`config.mk`:
```
export PLATFORM = sky130hd
export DESIGN_NAME = ddoi_ctrl
export DESIGN_NICKNAME = d
export VERILOG_FILES = /design/src/design/ddoi_pkg.sv /design/src/design/ddoi_ctrl.sv
export SDC_FILE = /design/constraint.sdc
export NUM_CORES = 1
export LEC_CHECK = 0
export ABC_CLOCK_PERIOD_IN_PS = 1600
export BUFFER_PORTS_ARGS = -buffer_cell sky130_fd_sc_hd__buf_4
export CAP_MARGIN = 40
export CORE_ASPECT_RATIO = 1.1
export CORE_UTILIZATION = 30
export DETAILED_ROUTE_END_ITERATION = 6
export GPL_TIMING_DRIVEN = 0
export SLEW_MARGIN = 20
export SYNTH_ARGS = -nofsm -noshare
export SYNTH_HDL_FRONTEND = slang
export SYNTH_SLANG_ARGS = --single-unit
```
`constraint.sdc`:
```
create_clock -name clock -period 1.6 [get_ports clock]
set_input_delay 0.08 -clock clock [delete_from_list [all_inputs] [get_ports clock]]
set_output_delay 0.08 -clock clock [all_outputs]
set_load 0.03 [all_outputs]
```
`src/design/ddoi_pkg.sv`:
```
// shared types, constants and helpers for the odometry integrator
`timescale 1ns / 1ps
package ddoi_pkg;

   localparam int ANGLE_BITS_DEF = 16;
   localparam int POS_BITS_DEF   = 32;

   localparam int CSR_IDX_W  = 1;
   localparam int CSR_DATA_W = 20;
   localparam logic [CSR_IDX_W-1:0] REG_WHEEL_RADIUS   = 1'd0;
   localparam logic [CSR_IDX_W-1:0] REG_INV_WHEEL_BASE = 1'd1;
   localparam logic [15:0] WHEEL_RADIUS_RST   = 16'd7864;
   localparam logic [19:0] INV_WHEEL_BASE_RST = 20'd115993;

   // shared multiplier operand widths, wide products are built in two passes
   localparam int A_W     = 34;
   localparam int B_W     = 32;
   localparam int MUL_W   = A_W + B_W;
   localparam int SPLIT_W = 21;
   // accumulated product width
   localparam int PROD_W  = 77;

   localparam int CORDIC_STEPS = 16;
   localparam int CORDIC_W     = 33;
   localparam logic [31:0] CORDIC_GAIN    = 32'h26DD3B6A;
   localparam logic [29:0] INV_TWO_PI_Q32 = 30'h28BE60DC;

   localparam int SEQ_W = 5;
   localparam logic [SEQ_W-1:0] SEQ_LAST = 5'd20;

   typedef enum logic [3:0] {
      MUL_NONE, MUL_SUM_R, MUL_DIFF_R, MUL_DR_W, MUL_DR_W_HI, MUL_RATE_DT, MUL_R28_K,
      MUL_R28_K_HI, MUL_LIN_C, MUL_LIN_S, MUL_TX_DT, MUL_TY_DT
   } mul_sel_type;

   typedef enum logic [3:0] {
      CAP_NONE, CAP_LIN, CAP_DR, CAP_RATE, CAP_R28, CAP_DYAW,
      CAP_TX, CAP_TY, CAP_DX, CAP_DY
   } cap_sel_type;

   typedef struct packed {
      logic        load;
      mul_sel_type mul_sel;
      cap_sel_type cap_sel;
      logic        cordic_step;
      logic [3:0]  cordic_idx;
      logic        commit;
   } cmd_type;

   // atan(2^-i) in Q0.32 turns
   function automatic logic [31:0] atan_turn(input logic [3:0] idx);
      logic [31:0] v;
      case (idx)
         4'd0:    v = 32'h20000000;
         4'd1:    v = 32'h12E4051E;
         4'd2:    v = 32'h09FB385B;
         4'd3:    v = 32'h051111D4;
         4'd4:    v = 32'h028B0D43;
         4'd5:    v = 32'h0145D7E1;
         4'd6:    v = 32'h00A2F61E;
         4'd7:    v = 32'h00517C55;
         4'd8:    v = 32'h0028BE53;
         4'd9:    v = 32'h00145F2F;
         4'd10:   v = 32'h000A2F98;
         4'd11:   v = 32'h000517CC;
         4'd12:   v = 32'h00028BE6;
         4'd13:   v = 32'h000145F3;
         4'd14:   v = 32'h0000A2FA;
         default: v = 32'h0000517D;
      endcase
      return v;
   endfunction

   // add half an lsb, then floor shift
   function automatic logic signed [PROD_W:0] rnd_shift(
      input logic signed [PROD_W-1:0] p, input int unsigned s);
      logic signed [PROD_W:0] half;
      logic signed [PROD_W:0] e;
      half = {{PROD_W{1'b0}}, 1'b1} << (s - 1);
      e    = $signed({p[PROD_W-1], p}) + half;
      return e >>> s;
   endfunction

   function automatic logic signed [31:0] sat32(input logic signed [PROD_W:0] v);
      logic signed [PROD_W:0] mx;
      logic signed [PROD_W:0] mn;
      mx = $signed({{(PROD_W-30){1'b0}}, {31{1'b1}}});
      mn = $signed({{(PROD_W-30){1'b1}}, {31{1'b0}}});
      if (v > mx) return mx[31:0];
      if (v < mn) return mn[31:0];
      return v[31:0];
   endfunction

endpackage

```
`src/design/ddoi_ctrl.sv`:
```
// sequencing controller for the odometry integrator
`timescale 1ns / 1ps
module ddoi_ctrl (
   input  logic             clock,
   input  logic             reset,
   input  logic             req_tvalid,
   output logic             req_tready,
   output logic             rsp_tvalid,
   input  logic             rsp_tready,
   output ddoi_pkg::cmd_type cmd
);
   import ddoi_pkg::*;

   typedef enum logic [1:0] {ST_IDLE, ST_RUN, ST_DONE} state_type;

   state_type        state_ff, state_in;
   logic [SEQ_W-1:0] cnt_ff, cnt_in;
   logic             rsp_valid_ff, rsp_valid_in;

   assign req_tready = (state_ff == ST_IDLE);
   assign rsp_tvalid = rsp_valid_ff;

   always_comb begin
      cmd             = '0;
      cmd.mul_sel     = MUL_NONE;
      cmd.cap_sel     = CAP_NONE;
      cmd.load        = req_tvalid && req_tready;
      cmd.cordic_idx  = cnt_ff[3:0];
      cmd.cordic_step = (state_ff == ST_RUN) && (cnt_ff < SEQ_W'(CORDIC_STEPS));
      cmd.commit      = (state_ff == ST_DONE) && (!rsp_valid_ff || rsp_tready);
      if (state_ff == ST_RUN) begin
         case (cnt_ff)
            5'd0:  cmd.mul_sel = MUL_SUM_R;
            5'd1:  begin cmd.mul_sel = MUL_DIFF_R; cmd.cap_sel = CAP_LIN; end
            5'd2:  cmd.cap_sel = CAP_DR;
            5'd3:  cmd.mul_sel = MUL_DR_W;
            5'd4:  cmd.mul_sel = MUL_DR_W_HI;
            5'd5:  cmd.cap_sel = CAP_RATE;
            5'd6:  cmd.mul_sel = MUL_RATE_DT;
            5'd7:  cmd.cap_sel = CAP_R28;
            5'd8:  cmd.mul_sel = MUL_R28_K;
            5'd9:  cmd.mul_sel = MUL_R28_K_HI;
            5'd10: cmd.cap_sel = CAP_DYAW;
            5'd16: cmd.mul_sel = MUL_LIN_C;
            5'd17: begin cmd.mul_sel = MUL_LIN_S;  cmd.cap_sel = CAP_TX; end
            5'd18: begin cmd.mul_sel = MUL_TX_DT;  cmd.cap_sel = CAP_TY; end
            5'd19: begin cmd.mul_sel = MUL_TY_DT;  cmd.cap_sel = CAP_DX; end
            5'd20: cmd.cap_sel = CAP_DY;
            default: ;
         endcase
      end
   end

   always_comb begin
      state_in     = state_ff;
      cnt_in       = cnt_ff;
      rsp_valid_in = rsp_valid_ff && !rsp_tready;
      case (state_ff)
         ST_IDLE: begin
            cnt_in = '0;
            if (cmd.load) state_in = ST_RUN;
         end
         ST_RUN: begin
            cnt_in = cnt_ff + 1'b1;
            if (cnt_ff == SEQ_LAST) state_in = ST_DONE;
         end
         ST_DONE: begin
            if (cmd.commit) begin
               state_in     = ST_IDLE;
               rsp_valid_in = 1'b1;
            end
         end
         default: state_in = ST_IDLE;
      endcase
   end

   always_ff @(posedge clock) begin
      if (reset) begin
         state_ff     <= ST_IDLE;
         cnt_ff       <= '0;
         rsp_valid_ff <= 1'b0;
      end else begin
         state_ff     <= state_in;
         cnt_ff       <= cnt_in;
         rsp_valid_ff <= rsp_valid_in;
      end
   end

   a_commit_free: assert property (@(posedge clock) disable iff (reset)
      cmd.commit |-> (!rsp_valid_ff || rsp_tready)) else $error("commit into full slot");
   a_rise_after_commit: assert property (@(posedge clock) disable iff (reset)
      $rose(rsp_tvalid) |-> $past(cmd.commit)) else $error("result without commit");
   a_no_accept_busy: assert property (@(posedge clock) disable iff (reset)
      cmd.load |=> !req_tready) else $error("accept while busy");
   a_cnt_range: assert property (@(posedge clock) disable iff (reset)
      state_ff == ST_RUN |-> cnt_ff <= SEQ_LAST) else $error("sequence overrun");

endmodule

```
# [After elaboration in Yosys (flattened, before gate mapping)]
# Cells that the tools add are included.
[totals] regBits=8 input_bits=4 output_inout_bits=17 wordCells=46
[classes] n_addsub=1 n_lt_le_gt_ge=1 eq_ne=20 muxes=10 reduce_logical=11
[op_table] operator="$pmux 4 s11" count=1
[op_table] operator="$pmux 4 s9" count=1
[op_table] operator="$eq 5x5->1 const B" count=5
[op_table] operator="$eq 5x3->1 const B" count=4
[op_table] operator="$eq 5x4->1 const B" count=3
[op_table] operator="$eq 5x2->1 const B" count=2
[op_table] operator="$pmux 5 s2" count=1
[op_table] operator="$mux 8" count=1
[op_table] operator="$mux 2" count=3
[op_table] operator="$pmux 2 s3" count=1
[op_table] operator="$add 5x1->5 const B" count=1
[op_table] operator="$eq 5x1->1 const B" count=1
[op_table] operator="$logic_not 5->1" count=1
[op_table] operator="$lt 5x5->1 const B" count=1
[op_table] operator="$logic_and 1x1->1" count=4
[op_table] operator="$ne 2x1->1 const B" count=2
[op_table] operator="$reduce_and 3->1" count=1
[op_table] operator="$eq 2x1->1 const B" count=1
[op_table] operator="$eq 2x2->1 const B" count=1
[op_table] operator="$logic_not 1->1" count=2
[op_table] operator="$logic_not 2->1" count=1
[op_table] operator="$mux 1" count=2
[op_table] operator="$ne 2x2->1 const B" count=1
[op_table] operator="$reduce_bool 2->1" count=1
[op_table] operator="$logic_or 1x1->1" count=1

# [Depth between registers and ports, before layout]
# Gate-level depths: netlist of run 1.
[depth] word_depth=5 ltp_mapped=7 mapped_depth_nobuf=6

# [Worst setup path after synthesis of run 1]
# OpenSTA, ideal clock, no wires.
[synth_timing] path_kind="reg2out" start="register cnt_ff[1]" end="output port cmd[6] (netlist bit)" arrival_time_ps=2247 required_ps=1520 setup_slack_ps=-727 path_stages_with_launch=8 path_buffers=1 path_cell_list="dfxtp_1 inv_1 ha_1 buf_2 nand2b_1 a2111oi_2 a211oi_1 nor2_1"
[synth_lines] element="start: declaration" line_no="ddoi_ctrl.sv:17" text="logic [SEQ_W-1:0] cnt_ff, cnt_in;"
[synth_lines] element="start signal: assignment" line_no="ddoi_ctrl.sv:84" text="cnt_ff <= cnt_in;"
[synth_lines] element="end: declaration" line_no="ddoi_ctrl.sv:10" text="output ddoi_pkg::cmd_type cmd"

==> out/qor.yml, run 1 <==
layout:
  nets: 149
  utilization: 0.566
  antenna_cells: 0
  syn_to_final_growth_pct: 72.4
  drive_above_1_share: 0.576
  nFillCells: 224
placement:
  place.gp.congestion: 0.814
  io_buffers: 20
  post-dp-hpwl_um: 1360
yosys:
  synth_mux_area_frac: 0.0520
  synth_top_family_by_area: "simple AND/OR/NAND/NOR gates"
  yosysUniqueCellTypes: 33
  syn_inst: 104
  synth_nets: 112
  synth_compound_gate_area_share: 0.172
  synth_seq_cells: 8
  synth_edf_count: 0
  async_reset_ff_frac: 0
  ys_seq_area_frac: 0.208
  synth_fa_ha_area_frac: 0.0650
  synth-simple-area-share: 0.301
  yosys_most_used_dff: "dfxtp_1"
  yosys_warnings: 0
  synthXorXnorAreaFrac: 0.0569
  syn_area_per_cell_um2: 7.40
  netlist_area_um2: 769
worst_setup_path:
  r2r_cells: 5
  cp-end-kind: "primary output"
  critPathKind: "flip-flop to primary output"
  path_buf_inv: 4
  crit_path_cell_trace: "inv_6, ha_4, buf_6, buf_6, a2111oi_4, nor3_2, a21oi_2, nor3_2, buf_4"
  cp.required_ps: 1520
  cp.depth: 9
  critPathMaxStageDelay_ps: 380
  cp_max_fo: 8
  startpoint_type: "flip-flop"
  crit_path_top_delay_cell: "dfxtp_4"
  path_delay_family: "buffers and inverters"
  cp_data_arrival_time_ps: 1790
global_routing:
  antenna_found_initial: 0
  grt_pass1_wl_um: 3480
  grt_max_degree: 11
  overflow: 0
  grt_pass1_vias: 797
  grtUsageTotal: 0.165
detailed_routing:
  vias: 850
  ant_nets: 0
  drt_iter0_drc: 7
  first_pass_iters: 4
  vias_per_cell: 5.03
  routed_wl_um: 2090
  drc: 0
  wl_per_cell_um: 12.4
power_and_ir_drop:
  combPwrFrac: 0.313
  p_sw_frac: 0.309
  seqPwrFrac: 0.392
  power_switching_w: 0.000163
  cellPowerDensity_nw_per_um2: 397
  leakage_nw: 0.536
  peakVddDrop_mv: 0.388
  clkPwrFrac: 0.294
  p_int_w: 0.000364
  p_total_w: 0.000527
clock_tree:
  cts_root_buffer: "clkbuf_4"
  path_clk_slew_ps: 60
  hold_buffers: 0
  clockBufferDepth: 2
  htreeDepth: 1
  clock_latency_ps: 250
  cts_buffers: 3
  cts.sinks: 8
  tritoncts: "built"
floorplan:
  ios: 21
  die_x_um: 50.3
  die_area_um2: 2770
  start_util: 0.329
  rows: 18
  die_y_um: 55.1
  fp.coreArea_um2: 2340
run:
  max_cap_viol_count: 0
timing:
  post-route-min-period_ps: 1870
  rsz0062_at_grt: "true"
  max_freq_mhz: 534
  fin_crit_sh: 1.17
  setup_slack_ps: -272
  worst_slew_pin_slew_ps: 388
  finalSetupViolations: 7
  max_slew_margin: 0.742
  hold_viol: 0
  slew_viol_final: 0
  fin_skew_ps: 7.39
status:
  outcome: "finished, violations left"
  violations: "setup timing"
hold_path:
  hold_path_depth: 2
  hold_class: "input port to flip-flop"
==> worst paths after layout <==
check | start | endpoint | slack (ps)
max reg2reg | cnt_ff[2]$_SDFFE_PP0P_ | cnt_ff[3]$_SDFFE_PP0P_ | 160
min | reset | cnt_ff[1]$_SDFFE_PP0P_ | 10
max | cnt_ff[0]$_SDFFE_PP0P_ | cmd[10] | -270
min reg2reg | rsp_tvalid$_SDFF_PP0_ | rsp_tvalid$_SDFF_PP0_ | 530
==> what timing repair did <==
item                       in CTS  in global routing
hold endpoints to repair        0                  0
pin swaps                       9                 10
setup endpoints to repair       7                  8
gates resized for setup        23                 16
buffers inserted                6                  7
==> through the flow <==
| step | setup slack, ps | instance area [um2] | instances | hold slack [ps] | setup TNS, ps |
|---|---|---|---|---|---|
| after global placement | -206 | 1040 | 154 | 276 | -747 |
| final | -272 | 1330 | 169 | 10.9 | -1410 |
| after detailed placement | -226 | 1040 | 154 | 283 | -823 |
| after global routing | -356 | 1330 | 169 | 6.82 | -1960 |
| after floorplan | -169 | 853 | 104 | 145 | -339 |
| after CTS | -305 | 1210 | 163 | 8.40 | -1650 |
==> Yosys cell counts, drive strengths merged (2+ instances only) <==
cell | number | area (um2)
nor3 | 4 | 20.0
dfxtp | 8 | 160
a2111oi | 2 | 23.8
inv | 5 | 18.8
o22ai | 2 | 12.5
nor2 | 16 | 62.6
nand2 | 4 | 15.0
ha | 4 | 50.1
nor4 | 4 | 25.0
buf | 14 | 92.6
xnor2 | 2 | 17.5
nand2b | 7 | 43.8
xor2 | 3 | 26.3
nor2b | 2 | 12.5
a21oi | 5 | 25.0
nand3 | 3 | 15.0
mux2i | 4 | 40.0
a211oi | 4 | 30.0
o21ai | 2 | 10.0
==> logic make-up after synthesis <==
family | Yosys count
muxes | 4
and+or+nand+nor | 45
adders and majority gates | 4
DFF | 8
AOI/OAI and AO/OA | 19
xor gates and xnor gates | 5
buffers and inverters | 19
==> metal layers <==
| layer | share of wire | GRT usage |
|---|---|---|
| met1 | 0.43 | 0.192 |
| met2 | 0.53 | 0.318 |
| met3 | 0.037 | 0.0191 |
| met4 | 0.0048 | 0.0556 |
| met5 | 0 | 0 |
==> registers in the layout, summed over array words and instances (netlist names) <==
register / count
rsp_tvalid: 1
cnt_ff: 5
state_ff: 2
==> power groups by stage <==
stage	Combinational, W	Clock (W)	Sequential [W]
detailed placement	0.000118	0	0.000213
floorplan	0.0000850	0	0.000212
CTS	0.000144	0.000162	0.000207
global route	0.000176	0.000173	0.000208
finish	0.000165	0.000155	0.000207
global placement	0.000117	0	0.000213
==> layout make-up <==
| type | count | area [um2] | area share |
|---|---|---|---|
| plain buffers | 13 | 109 | 0.0821 |
| clock buffers | 3 | 22.5 | 0.0170 |
| repair buffers | 33 | 267 | 0.201 |
| well taps | 30 | 37.5 | 0.0283 |
| multi-input cells | 77 | 696 | 0.525 |
| inverters | 5 | 26.3 | 0.0198 |
| flip-flops and latches | 8 | 169 | 0.127 |
==> layout by cell type, fill, tap and decap left out, types with 2 or more instances in the layout <==
cell type  count
a2111oi_4      2
a211oi_4       2
a21oi_1        4
buf_2          3
buf_4         32
buf_6         10
clkbuf_4       4
dfxtp_1        5
dfxtp_4        2
ha_4           4
inv_2          2
mux2i_1        3
nand2_1        4
nand2b_1       5
nand3_1        3
nor2_1        13
nor2_4         2
nor2b_1        2
nor3_2         2
nor4_1         2
xnor2_1        2
xor2_1         3
Power figures use the tool's default switching activity.
==> inputs of run 2 (changes only) <==
--- a/config.mk
+++ b/config.mk
@@ -11,7 +11,8 @@
 export CORE_ASPECT_RATIO = 1.1
 export CORE_UTILIZATION = 30
 export DETAILED_ROUTE_END_ITERATION = 6
-export GPL_TIMING_DRIVEN = 0
+export PLACE_DENSITY = 0.55
+export REMOVE_ABC_BUFFERS = 1
 export SLEW_MARGIN = 20
 export SYNTH_ARGS = -nofsm -noshare
 export SYNTH_HDL_FRONTEND = slang
==> out/qor.yml, run 2 (synthesis gave the netlist of run 1 again) <==
placement:
  place.gp.congestion: 0.850  # +4.3%
  post-dp-hpwl_um: 1540  # +14%
  placed_area_um2: 1060  # +1.8%
  io_buffers: 20  # unchanged
  dp_cells: 166  # +7.8%
clock_tree:
  hold_buffers: 0  # unchanged
  clockBufferDepth: 2  # unchanged
  cts.sinks: 8  # unchanged
  tritoncts: "built"
  htreeDepth: 1  # unchanged
  clock_latency_ps: 250  # about the same
  path_clk_slew_ps: 50  # about the same
  cts_root_buffer: "clkbuf_4"
  cts_buffers: 3  # unchanged
worst_setup_path:
  rr_startpoint: "cnt_ff[2]$_SDFFE_PP0P_"
  critPathMaxStageDelay_ps: 370  # about the same
  path_delay_family: "simple AND/OR/NAND/NOR gates"
  cp_max_fo: 7  # -1
  cp-end-kind: "primary output"
  cp.depth: 7  # -2
  critPathLaunch: "cnt_ff[0]$_SDFFE_PP0P_"
  cp_common_cell: "buf_4"
  crit_path_cell_trace: "buf_4, ha_4, a2111oi_4, nor3_1, a21oi_2, nor4_2, buf_4"
  path_buf_inv: 2  # -2
  startpoint_type: "flip-flop"
  crit_path_top_delay_cell: "dfxtp_4"
  critPathKind: "flip-flop to primary output"
  cp_data_arrival_time_ps: 1790  # about the same
  r2r_cells: 4  # -1
  cp.required_ps: 1520  # about the same
floorplan:
  die_area_um2: 2770  # unchanged
  fp.coreArea_um2: 2340  # unchanged
  die_x_um: 50.3  # unchanged
  start_util: 0.329  # unchanged
  die_y_um: 55.1  # unchanged
  rows: 18  # unchanged
  ios: 21  # unchanged
hold_path:
  hold_path_depth: 2  # unchanged
  hold_start: "reset"
  hold_class: "input port to flip-flop"
global_routing:
  grtUsageTotal: 0.179  # +0.0135
  grt_max_degree: 11  # unchanged
  grt_pass1_wl_um: 3630  # +4.2%
  grt_pass1_vias: 815  # +2.3%
  overflow: 0  # unchanged
  antenna_found_initial: 0  # unchanged
layout:
  regMostFlops: "cnt_ff"
  syn_to_final_growth_pct: 70.1
  fin_area_um2: 1310  # -1.3%
  layout_commonest_cell: "buf_4"
  antenna_cells: 0  # unchanged
  layout_common_cells: "45 x buf_4, 14 x nor2_1, 5 x nand2b_1, 5 x buf_6"
  finalNonFillerCells: 173  # +2.4%
  nFillCells: 206  # -8.0%
  largest_register_ffs: 5  # unchanged
  nets: 153  # +2.7%
  drive_above_1_share: 0.580  # +0.00488
timing:
  hold_viol: 0  # unchanged
  fin_crit_sh: 1.17  # about the same
  finalSetupViolations: 8  # +1
  worst_slew_pin_slew_ps: 386  # -1.39 ps
  holdWs_ps: 15.3  # +4.32 ps
  slew_viol_final: 0  # unchanged
  post-route-min-period_ps: 1870  # +0.145 ps
  rsz0062_at_grt: "true"
  max_slew_margin: 0.742  # about the same
  max_freq_mhz: 534  # about the same
  setup_slack_ps: -273  # -0.145 ps
  fin_skew_ps: 0.412  # -6.98 ps
power_and_ir_drop:
  peakVddDrop_mv: 0.516  # +33%
  cellPowerDensity_nw_per_um2: 396  # -0.34%
  leakage_nw: 0.524  # -2.3%
  p_total_w: 0.000518  # -1.7%
detailed_routing:
  routed.top_layer: "met4"
  first_pass_iters: 4  # unchanged
  ant_nets: 0  # unchanged
  vias: 885  # +4.1%
  met1_length_um: 980  # +9.0%
  route.met3.wl_um: 67  # -13%
  routed_wl_um: 2350  # +12%
  wl_per_cell_um: 13.6  # +9.8%
  drc: 0  # unchanged
  route.met2.wl_um: 1260  # +14%
  vias_per_cell: 5.12  # +1.7%
  drt_iter0_drc: 5  # -2
status:
  outcome: "finished, violations left"
  violations: "setup timing"
run:
  max_cap_viol_count: 0  # unchanged
[run 2: timing repair]
| item | 4_1_cts | 5_1_grt |
|---|---|---|
| resized for setup | 32 | 12 |
| hold endpoints to repair | 0 | 0 |
| pin swaps | 7 | 10 |
| buffers inserted | 2 | 3 |
| endpoints found under the setup margin | 8 | 8 |
[run 2: per-stage QoR]
step           setup WS (ps)   util  TNS, ps
3_3_place_gp           -94.7  0.452     -328
6_report                -273  0.559    -1440
5_1_grt                 -364  0.559    -2030
3_5_place_dp           -86.8  0.452     -305
4_1_cts                 -223  0.531    -1340
2_1_floorplan           -976      -    -4380
[run 2: worst paths after layout]
kind | slack (ps) | to
max reg2reg | 90 | cnt_ff[3]$_SDFFE_PP0P_
max | -270 | cmd[11]
min reg2reg | 510 | rsp_tvalid$_SDFF_PP0_
min | 20 | cnt_ff[1]$_SDFFE_PP0P_
[run 2: power breakdown]
group	switching (W)	leakage, nW	total, W	internal (W)
clock	0.0000677	0.0138	0.000153	0.0000858
sequential	0.00000548	0.0678	0.000205	0.000200
combinational	0.0000836	0.443	0.000160	0.0000760
[run 2: cell type report]
type / instances / area [um2] / area share
timing repair buffer: 50 / 394 / 0.301
tap: 30 / 37.5 / 0.0287
inverter: 5 / 21.3 / 0.0163
clock buffer: 3 / 22.5 / 0.0172
sequential: 8 / 173 / 0.132
multi-input combinational: 77 / 661 / 0.505
[run 2: routing by layer]
metal / vias up / global-route usage
met5: - / 0
met4: 0 / 0.0556
li1: 436 / -
met1: 422 / 0.187
met2: 20 / 0.358
met3: 7 / 0.0410
